`src/design/seven_segment_i2c_frame_builder_defines.svh`:
```
// ----------------------------------------------------------------------------
// Seven-segment frame builder assertion macros
// Shared concurrent checks, same-cycle and next-cycle forms.
// ----------------------------------------------------------------------------
`ifndef SEVEN_SEGMENT_I2C_FRAME_BUILDER_DEFINES_SVH
`define SEVEN_SEGMENT_I2C_FRAME_BUILDER_DEFINES_SVH

`define SSFB_ASSERT_NOW(label, clk, rst, pre, post) \
   label: assert property (@(posedge clk) disable iff (rst) (pre) |-> (post)) \
      else $error("frame builder check failed");

`define SSFB_ASSERT_NEXT(label, clk, rst, pre, post) \
   label: assert property (@(posedge clk) disable iff (rst) (pre) |=> (post)) \
      else $error("frame builder check failed");

`endif

```
`src/design/ssfb_pkg.sv`:
```
// ----------------------------------------------------------------------------
// Seven-segment frame builder package
// Payload types, frame descriptor, op and register codes, segment encoding.
// ----------------------------------------------------------------------------
package ssfb_pkg;

   localparam int QUEUE_DEPTH_DEFAULT = 2;
   localparam int ADDR_WIDTH          = 7;
   localparam logic [13:0] MAX_VALUE  = 14'd9999;

   localparam logic [1:0] OP_DIGITS = 2'd0;
   localparam logic [1:0] OP_BLINK  = 2'd1;
   localparam logic [1:0] OP_RAW    = 2'd2;
   localparam logic [1:0] OP_UNUSED = 2'd3;

   localparam logic [7:0] CMD_BLINK_ON  = 8'h83;
   localparam logic [7:0] CMD_BLINK_OFF = 8'h81;
   localparam logic [7:0] COLON_BYTE    = 8'h02;

   typedef enum logic [0:0] {
      CSR_DISPLAY_ADDR_A = 1'b0,
      CSR_DISPLAY_ADDR_B = 1'b1
   } csr_index_type;

   typedef struct packed {
      logic [1:0]  op;
      logic        display_sel;
      logic [13:0] value;
      logic        colon_on;
      logic        blink_on;
      logic [7:0]  command_byte;
   } req_type;

   typedef struct packed {
      logic [7:0] tx_byte;
      logic       start_before;
      logic       last;
   } rsp_type;

   typedef struct packed {
      logic       is_digits;
      logic [7:0] addr_byte;
      logic [7:0] cmd;
      logic       colon;
      logic [7:0] seg_thou;
      logic [7:0] seg_hund;
      logic [7:0] seg_tens;
      logic [7:0] seg_ones;
   } desc_type;

   function automatic logic [7:0] seg_encode(input logic [3:0] digit);
      logic [7:0] seg;
      case (digit)
         4'd0: seg = 8'h3F;
         4'd1: seg = 8'h06;
         4'd2: seg = 8'h5B;
         4'd3: seg = 8'h4F;
         4'd4: seg = 8'h66;
         4'd5: seg = 8'h6D;
         4'd6: seg = 8'h7D;
         4'd7: seg = 8'h07;
         4'd8: seg = 8'h7F;
         4'd9: seg = 8'h6F;
         default: seg = 8'h00;
      endcase
      return seg;
   endfunction

endpackage

```
`src/design/ssfb_front.sv`:
```
// ----------------------------------------------------------------------------
// Seven-segment frame builder front end
// Accepts requests, drops unused ops, splits the value into digits over two
// stages and hands a frame descriptor to the queue.
// ----------------------------------------------------------------------------
module ssfb_front (
   input  logic                          clock,
   input  logic                          reset,
   input  logic                          req_push,
   output logic                          req_full,
   input  ssfb_pkg::req_type             req_payload,
   input  logic [ssfb_pkg::ADDR_WIDTH-1:0] addr_a,
   input  logic [ssfb_pkg::ADDR_WIDTH-1:0] addr_b,
   output logic                          q_push,
   input  logic                          q_full,
   output ssfb_pkg::desc_type            q_data
);
   import ssfb_pkg::*;

   typedef struct packed {
      logic       is_digits;
      logic [7:0] addr_byte;
      logic [7:0] cmd;
      logic       colon;
      logic [3:0] thou;
      logic [9:0] rem;
   } stage_type;

   typedef struct packed {
      logic [3:0]  digit;
      logic [13:0] rem;
   } split_type;

   function automatic split_type split_digit(input logic [13:0] r, input int unit);
      split_type s;
      s.digit = 4'd0;
      s.rem   = r;
      for (int d = 1; d <= 9; d++) begin
         if (r >= 14'(d * unit)) begin
            s.digit = 4'(d);
            s.rem   = r - 14'(d * unit);
         end
      end
      return s;
   endfunction

   logic      s1_valid_ff, s1_valid_in;
   stage_type s1_ff, s1_in;
   logic      advance;
   logic [13:0] sat;
   split_type thou_split, hund_split, tens_split;

   always_comb begin
      advance  = !s1_valid_ff || !q_full;
      req_full = !advance;
      sat      = (req_payload.value > MAX_VALUE) ? MAX_VALUE : req_payload.value;
      thou_split = split_digit(sat, 1000);

      s1_in.is_digits = (req_payload.op == OP_DIGITS);
      s1_in.addr_byte = {req_payload.display_sel ? addr_b : addr_a, 1'b0};
      s1_in.cmd       = (req_payload.op == OP_BLINK) ?
                        (req_payload.blink_on ? CMD_BLINK_ON : CMD_BLINK_OFF) :
                        req_payload.command_byte;
      s1_in.colon     = req_payload.colon_on;
      s1_in.thou      = thou_split.digit;
      s1_in.rem       = thou_split.rem[9:0];

      s1_valid_in = s1_valid_ff;
      if (advance) begin
         s1_valid_in = req_push && (req_payload.op != OP_UNUSED);
      end

      hund_split = split_digit({4'd0, s1_ff.rem}, 100);
      tens_split = split_digit(hund_split.rem, 10);

      q_push           = s1_valid_ff;
      q_data.is_digits = s1_ff.is_digits;
      q_data.addr_byte = s1_ff.addr_byte;
      q_data.cmd       = s1_ff.cmd;
      q_data.colon     = s1_ff.colon;
      q_data.seg_thou  = seg_encode(s1_ff.thou);
      q_data.seg_hund  = seg_encode(hund_split.digit);
      q_data.seg_tens  = seg_encode(tens_split.digit);
      q_data.seg_ones  = seg_encode(tens_split.rem[3:0]);
   end

   always_ff @(posedge clock) begin
      if (reset) begin
         s1_valid_ff <= 1'b0;
      end else begin
         s1_valid_ff <= s1_valid_in;
      end
   end

   always_ff @(posedge clock) begin
      if (advance) begin
         s1_ff <= s1_in;
      end
   end

endmodule

```
`src/design/ssfb_queue.sv`:
```
// ----------------------------------------------------------------------------
// Seven-segment frame builder descriptor queue
// Small FIFO of frame descriptors between front and back end.
// ----------------------------------------------------------------------------
module ssfb_queue #(
   parameter int DEPTH = ssfb_pkg::QUEUE_DEPTH_DEFAULT
) (
   input  logic               clock,
   input  logic               reset,
   input  logic               push,
   output logic               full,
   input  ssfb_pkg::desc_type data_in,
   output logic               empty,
   input  logic               pop,
   output ssfb_pkg::desc_type data_out
);
   import ssfb_pkg::*;

   localparam int PTR_W = $clog2(DEPTH);
   localparam int CNT_W = $clog2(DEPTH + 1);

   desc_type           mem_ff [DEPTH];
   logic [PTR_W-1:0]   wr_ptr_ff, wr_ptr_in, rd_ptr_ff, rd_ptr_in;
   logic [CNT_W-1:0]   count_ff, count_in;
   logic               push_ok, pop_ok;

   always_comb begin
      full     = (count_ff == CNT_W'(DEPTH));
      empty    = (count_ff == '0);
      push_ok  = push && !full;
      pop_ok   = pop && !empty;
      data_out = mem_ff[rd_ptr_ff];

      wr_ptr_in = wr_ptr_ff;
      if (push_ok) begin
         wr_ptr_in = (wr_ptr_ff == PTR_W'(DEPTH - 1)) ? '0 : wr_ptr_ff + 1'b1;
      end
      rd_ptr_in = rd_ptr_ff;
      if (pop_ok) begin
         rd_ptr_in = (rd_ptr_ff == PTR_W'(DEPTH - 1)) ? '0 : rd_ptr_ff + 1'b1;
      end
      count_in = count_ff + CNT_W'(push_ok) - CNT_W'(pop_ok);
   end

   always_ff @(posedge clock) begin
      if (reset) begin
         wr_ptr_ff <= '0;
         rd_ptr_ff <= '0;
         count_ff  <= '0;
      end else begin
         wr_ptr_ff <= wr_ptr_in;
         rd_ptr_ff <= rd_ptr_in;
         count_ff  <= count_in;
      end
   end

   always_ff @(posedge clock) begin
      if (push_ok) begin
         mem_ff[wr_ptr_ff] <= data_in;
      end
   end

endmodule

```
`src/design/ssfb_back.sv`:
```
// ----------------------------------------------------------------------------
// Seven-segment frame builder back end
// Walks one frame descriptor byte by byte into the output register.
// ----------------------------------------------------------------------------
module ssfb_back (
   input  logic               clock,
   input  logic               reset,
   input  logic               q_empty,
   output logic               q_pop,
   input  ssfb_pkg::desc_type q_data,
   output logic               rsp_empty,
   input  logic               rsp_pop,
   output ssfb_pkg::rsp_type  rsp_payload
);
   import ssfb_pkg::*;

   localparam logic [3:0] SLOT_ADDR     = 4'd0;
   localparam logic [3:0] SLOT_POINTER  = 4'd1;
   localparam logic [3:0] SLOT_THOU     = 4'd2;
   localparam logic [3:0] SLOT_HUND     = 4'd4;
   localparam logic [3:0] SLOT_COLON    = 4'd6;
   localparam logic [3:0] SLOT_TENS     = 4'd8;
   localparam logic [3:0] SLOT_ONES     = 4'd10;
   localparam logic [3:0] SLOT_DIG_LAST = 4'd11;
   localparam logic [3:0] SLOT_CMD_LAST = 4'd1;

   logic       cur_valid_ff, cur_valid_in;
   desc_type   cur_ff, cur_in;
   logic [3:0] idx_ff, idx_in;
   logic       out_valid_ff, out_valid_in;
   rsp_type    out_ff, out_in;
   logic       load, last_byte;
   logic [7:0] tx;

   always_comb begin
      load      = cur_valid_ff && (!out_valid_ff || rsp_pop);
      last_byte = cur_ff.is_digits ? (idx_ff == SLOT_DIG_LAST) : (idx_ff == SLOT_CMD_LAST);
      q_pop     = !q_empty && (!cur_valid_ff || (load && last_byte));

      case (idx_ff)
         SLOT_ADDR:    tx = cur_ff.addr_byte;
         SLOT_POINTER: tx = cur_ff.is_digits ? 8'h00 : cur_ff.cmd;
         SLOT_THOU:    tx = cur_ff.seg_thou;
         SLOT_HUND:    tx = cur_ff.seg_hund;
         SLOT_COLON:   tx = cur_ff.colon ? COLON_BYTE : 8'h00;
         SLOT_TENS:    tx = cur_ff.seg_tens;
         SLOT_ONES:    tx = cur_ff.seg_ones;
         default:      tx = 8'h00;
      endcase

      cur_valid_in = cur_valid_ff;
      cur_in       = cur_ff;
      idx_in       = idx_ff;
      if (q_pop) begin
         cur_valid_in = 1'b1;
         cur_in       = q_data;
         idx_in       = '0;
      end else if (load) begin
         cur_valid_in = !last_byte;
         idx_in       = idx_ff + 1'b1;
      end

      out_valid_in = out_valid_ff && !rsp_pop;
      out_in       = out_ff;
      if (load) begin
         out_valid_in        = 1'b1;
         out_in.tx_byte      = tx;
         out_in.start_before = (idx_ff == SLOT_ADDR);
         out_in.last         = last_byte;
      end

      rsp_empty   = !out_valid_ff;
      rsp_payload = out_ff;
   end

   always_ff @(posedge clock) begin
      if (reset) begin
         cur_valid_ff <= 1'b0;
         out_valid_ff <= 1'b0;
         idx_ff       <= '0;
      end else begin
         cur_valid_ff <= cur_valid_in;
         out_valid_ff <= out_valid_in;
         idx_ff       <= idx_in;
      end
   end

   always_ff @(posedge clock) begin
      cur_ff <= cur_in;
      out_ff <= out_in;
   end

endmodule

```
`src/design/seven_segment_i2c_frame_builder.sv`:
```
// ----------------------------------------------------------------------------
// Seven-segment bus frame builder
// Turns display requests into the byte stream of one bus write each.
// ----------------------------------------------------------------------------
// Requests enter through req_push/req_full as a req_type beat; bus bytes leave
// through rsp_empty/rsp_pop as rsp_type beats, oldest first.
// A digit write yields twelve bytes, a blink or raw command two, op code 3 none.
// The first byte of a frame reaches the result port by way of the front stage,
// the descriptor queue and the back end's frame and output registers; the back
// end then emits one byte per cycle while rsp_pop takes each byte. That back end
// sets the sustained request rate. The front end splits the value into digits
// in two stages and keeps taking requests while the descriptor queue has room,
// so requests queue up while the result side is stalled; req_full rises once
// the queue and the front stage are both occupied.
// The csr channel writes the two seven-bit display addresses, always ready.
// Reset is synchronous: queue, front stage and output register empty, and the
// addresses return to 0x70 and 0x71.
// ----------------------------------------------------------------------------
`include "seven_segment_i2c_frame_builder_defines.svh"

module seven_segment_i2c_frame_builder #(
   parameter int QUEUE_DEPTH = ssfb_pkg::QUEUE_DEPTH_DEFAULT
) (
   input  logic                            clock,
   input  logic                            reset,
   input  logic                            req_push,
   output logic                            req_full,
   input  ssfb_pkg::req_type               req_payload,
   output logic                            rsp_empty,
   input  logic                            rsp_pop,
   output ssfb_pkg::rsp_type               rsp_payload,
   input  logic                            csr_valid,
   output logic                            csr_ready,
   input  ssfb_pkg::csr_index_type         csr_index,
   input  logic [ssfb_pkg::ADDR_WIDTH-1:0] csr_wdata
);
   import ssfb_pkg::*;

   logic [ADDR_WIDTH-1:0] addr_a_ff, addr_a_in, addr_b_ff, addr_b_in;
   logic                  fq_push, fq_full, bq_empty, bq_pop;
   desc_type              fq_data, bq_data;

   assign csr_ready = 1'b1;

   always_comb begin
      addr_a_in = addr_a_ff;
      addr_b_in = addr_b_ff;
      if (csr_valid) begin
         case (csr_index)
            CSR_DISPLAY_ADDR_A: addr_a_in = csr_wdata;
            CSR_DISPLAY_ADDR_B: addr_b_in = csr_wdata;
            default: begin
            end
         endcase
      end
   end

   always_ff @(posedge clock) begin
      if (reset) begin
         addr_a_ff <= 7'd112;
         addr_b_ff <= 7'd113;
      end else begin
         addr_a_ff <= addr_a_in;
         addr_b_ff <= addr_b_in;
      end
   end

   ssfb_front u_front (
      .clock       (clock),
      .reset       (reset),
      .req_push    (req_push),
      .req_full    (req_full),
      .req_payload (req_payload),
      .addr_a      (addr_a_ff),
      .addr_b      (addr_b_ff),
      .q_push      (fq_push),
      .q_full      (fq_full),
      .q_data      (fq_data)
   );

   ssfb_queue #(
      .DEPTH (QUEUE_DEPTH)
   ) u_queue (
      .clock    (clock),
      .reset    (reset),
      .push     (fq_push),
      .full     (fq_full),
      .data_in  (fq_data),
      .empty    (bq_empty),
      .pop      (bq_pop),
      .data_out (bq_data)
   );

   ssfb_back u_back (
      .clock       (clock),
      .reset       (reset),
      .q_empty     (bq_empty),
      .q_pop       (bq_pop),
      .q_data      (bq_data),
      .rsp_empty   (rsp_empty),
      .rsp_pop     (rsp_pop),
      .rsp_payload (rsp_payload)
   );

   `SSFB_ASSERT_NEXT(a_req_reaches_stage, clock, reset,
      req_push && !req_full && (req_payload.op != OP_UNUSED), fq_push)
   `SSFB_ASSERT_NEXT(a_frame_no_gap, clock, reset,
      !rsp_empty && rsp_pop && !rsp_payload.last, !rsp_empty)
   `SSFB_ASSERT_NEXT(a_start_after_last_only, clock, reset,
      !rsp_empty && rsp_pop && !rsp_payload.last, !rsp_payload.start_before)

endmodule

```
`config.mk`:
```
export PLATFORM = sky130hd
export DESIGN_NAME = seven_segment_i2c_frame_builder
export DESIGN_NICKNAME = d
export VERILOG_FILES = /design/src/design/ssfb_pkg.sv /design/src/design/ssfb_front.sv /design/src/design/ssfb_queue.sv /design/src/design/ssfb_back.sv /design/src/design/seven_segment_i2c_frame_builder.sv
export VERILOG_INCLUDE_DIRS = /design/src /design/src/design
export SDC_FILE = /design/constraint.sdc
export NUM_CORES = 1
export LEC_CHECK = 0
export BUFFER_PORTS_ARGS = -buffer_cell sky130_fd_sc_hd__buf_2
export CORE_UTILIZATION = 57
export DETAILED_ROUTE_END_ITERATION = 8
export GPL_TIMING_DRIVEN = 1
export PLACE_DENSITY_LB_ADDON = 0.2
export SETUP_SLACK_MARGIN = 0.2
export SLEW_MARGIN = 10
export SYNTH_ARGS = -nofsm -noshare
export SYNTH_HDL_FRONTEND = slang
export SYNTH_HIERARCHICAL = 1
export SYNTH_SLANG_ARGS = --single-unit
```
`constraint.sdc`:
```
create_clock -name clock -period 5.45 [get_ports clock]
set_input_delay 0.8175 -clock clock [delete_from_list [all_inputs] [get_ports clock]]
set_output_delay 0.8175 -clock clock [all_outputs]
set_load 0.1 [all_outputs]
```
==> reports/qor.csv <==
stage,metric,value,unit
cells_and_area,fin_util,65.63,%
die,die_area,23440,um2
detailed_routing,routed_via_density,6.194,
sta,grt_setup_unrepaired,no,
die,num_io_pins,53,
cells_and_area,nNetsFinal,1350,
clock_network,ctsHoldBuffers,0,
power_and_ir_drop,power,6.183,mW
sta,max-slew-margin-rel,43.45,%
detailed_routing,drt_iter0_markers,871,
yosys,synth_most_common_cell,edfxtp_1,
die,start_util,58.91,%
min_path,hold_class,reg -> reg,
sta,fmax,0.1983,GHz
yosys,synth_top_area_share,44.07,%
setup_path,worstPathRequired,5.79,ns
cells_and_area,nFillCells,1702,
yosys,syn-instance-count,1170,
placement,place_ws,0.2385,ns
yosys,ys_seq_area_share,48.07,%
sta,timing.final.ws_setup,0.4066,ns
placement,dp_hpwl,21970,um
yosys,netlist_area,13010,um2
sta,fin_skew,0.01655,ns
sta,tns,0,ns
detailed_routing,ant_nets,0,
detailed_routing,wirelength,30900,um
clock_network,clkTransAtPathRegs,0.06,ns
yosys,yosys_warnings,6,
yosys,synth_area_leaders,"edfxtp_1 44%, ha_1 7.0%, mux2_2 5.2%",
power_and_ir_drop,vdd_drop_max,0.0002358,V
global_routing,grt_max_degree,51,
yosys,syn_area_per_cell,11.12,um2
setup_path,crit_path_max_fanout,9,
cells_and_area,areaGrowthSynthToFinish,11.41,%
sta,slew_viol_final,0,
placement,dpl.cell_count,1488,
yosys,synth_edf_count,191,
global_routing,antenna_found_initial,0,
global_routing,grtUsageTotal,26.35,%
placement,finalWeightedCongestion,1.004,
setup_path,cp_data_arrival_time,5.39,ns
sta,finalCriticalPeriod,5.043,ns
detailed_routing,drcViolationCount,0,
setup_path,criticalPathCategory,reg -> reg,
setup_path,worstSetupStartpointType,register,
setup_path,slowest_delay,0.48,ns
clock_network,cts_max_level,1,
clock_network,clock_sinks,217,
cells_and_area,multi_input_area,6205,um2
yosys,ys_seq_elements,217,
global_routing,grt_pass1_vias,9237,
sta,setup_viol,0,
setup_path,slowest_stage,edfxtp_1,
clock_network,clkLatencyLatePin,0.52,ns
sta,period_share,92.54,%
cells_and_area,seqCellArea,6257,um2
yosys,synthTopCellsByCount,"191 x edfxtp_1, 99 x nand2_1, 73 x ha_1",
die,dieWidth,153.1,um
sta,tightest_slew,0.8466,ns
status,status,"complete, no violations",
setup_path,r2r.worst_path.cells,19,
power_and_ir_drop,powerDensity,426.4,nW/um2
global_routing,grt_overflow,0,
yosys,async_flop_share,0,%
run,drv_cap,0,
global_routing,grt_pass1_wl,49090,um
detailed_routing,wl_per_cell,20.14,um
setup_path,cp-end-kind,register,
setup_path,crit_chain,"buf_4, ha_1, a31o_2, a21o_1, o21a_4, a2111oi_0, a2111o_1, a21o_1, inv_4, ha_1, a21boi_0, or2_1, or2_1, o21ai_2, a32oi_4, xnor2_2, buf_4, or3b_1, o211ai_1",
detailed_routing,firstDrtPassIters,5,
die,die_h,153.1,um
min_path,hold_path_depth,0,
die,num_rows,54,
cells_and_area,drive_gt1_share,21.61,%
clock_network,cts_buffers,23,
power_and_ir_drop,power_leakage,5.390,nW
yosys,synth_flop_cell,edfxtp_1,
placement,place.port_buffers,51,
setup_path,r2r_slack,0.41,ns
cells_and_area,stdcell_count,1534,
die,coreArea,22090,um2
sta,hold_viol,0,
detailed_routing,num_vias,9501,
yosys,yosysTopAreaCell,edfxtp_1,
clock_network,cts_tree,done,
clock_network,cts.path.max_buffers,3,
cells_and_area,antenna_cells,0,
yosys,ys_types,112,
clock_network,cts-root-buf,clkbuf_16,
==> metrics by stage <==
step / hold slack [ns] / instance area (um2)
floorplan: 0.4296 / 13030
global placement: 0.4225 / 13630
detailed placement: 0.4296 / 13630
CTS: 0.4443 / 14420
global route: 0.4515 / 14500
finish: 0.4429 / 14500
==> kinds of logic after synthesis <==
| group | synth area share (%) |
|---|---|
| compound gates | 17.91 |
| xor+xnor | 1.413 |
| fa+ha+maj | 7.018 |
| buf+inv | 4.826 |
| flops | 48.07 |
| mux | 7.383 |
| other cells | 0.05770 |
| simple gates | 13.32 |
==> report_power, final <==
group	internal, mW	switching [mW]	total [mW]
clock network	0.932	0.639	1.57
logic	0.849	1.50	2.35
registers	2.17	0.0908	2.26
==> placed cells by master (no fill, tap or decap), drive strengths merged, types with 7 or more instances in the layout <==
master / count
or2: 8
o21ai: 65
o211ai: 16
dfxtp: 26
nor3: 21
a21boi: 7
and3: 8
a21oi: 68
nand2: 100
mux2i: 24
nand2b: 31
clkinv: 12
and2: 16
inv: 53
o22ai: 11
a32oi: 7
a21o: 16
or3: 9
nor2: 65
a31oi: 15
buf: 110
a211oi: 21
ha: 73
nand3: 21
edfxtp: 191
mux2: 64
clkbuf: 25
a22oi: 12
xnor2: 18
o21a: 12
==> flip-flops by register name, summed over array words and instances, names as in the netlist, 2 cells and up, named ones only <==
signal / count
addr_a_ff: 7
u_back/rsp_payload: 10
addr_b_ff: 7
u_queue/count_ff: 2
u_front/s1_ff: 14
u_queue/mem_ff: 100
u_back/idx_ff: 4
u_back/cur_ff: 50
u_front/q_data: 17
==> worst max-delay path: cells and delay by family, from the launching register on <==
| family | cells | cell delay, ns |
|---|---|---|
| xor gates and xnor gates | 1 | 0.26 |
| DFF | 1 | 0.48 |
| and+or+nand+nor | 3 | 0.95 |
| buffers and inverters | 3 | 0.46 |
| AOI/OAI and AO/OA | 10 | 2.20 |
| adders and majority gates | 2 | 0.53 |
==> per-layer routing <==
layer	vias to the layer above	GRT usage [%]	routed length (um)
li1	4521	-	-
met5	-	0	0
met4	0	9.812	1031
met1	4533	36.07	13880
met2	365	42.18	14090
met3	82	4.395	1898
==> area by class of cell <==
cell class | count | share of cell area, %
Multi-Input combinational cell | 831 | 42.79
Sequential cell | 217 | 43.15
Timing Repair Buffer | 110 | 4.815
Inverter | 54 | 1.467
Clock buffer | 25 | 4.021
Tap cell | 280 | 2.416
Clock inverter | 17 | 1.337
==> timing repair <==
action / CTS / global route
cloned: 0 / 0
pin swaps: 0 / 2
setup endpoints to repair: 2 / 24
buffers inserted: 2 / 2
resized for setup: 0 / 12
==> final timing paths <==
check	to	from
setup / recovery	u_queue/mem_ff[1][6]$_DFFE_PP_	u_front/s1_ff[3]$_DFFE_PN_
hold / removal	u_queue/mem_ff[0][32]$_DFFE_PP_	u_front/q_data[32]$_DFFE_PN_
setup reg to reg	u_queue/mem_ff[1][6]$_DFFE_PP_	u_front/s1_ff[3]$_DFFE_PN_
hold reg to reg	u_queue/mem_ff[0][32]$_DFFE_PP_	u_front/q_data[32]$_DFFE_PN_
No activity file was read; power rests on OpenSTA's default activity.
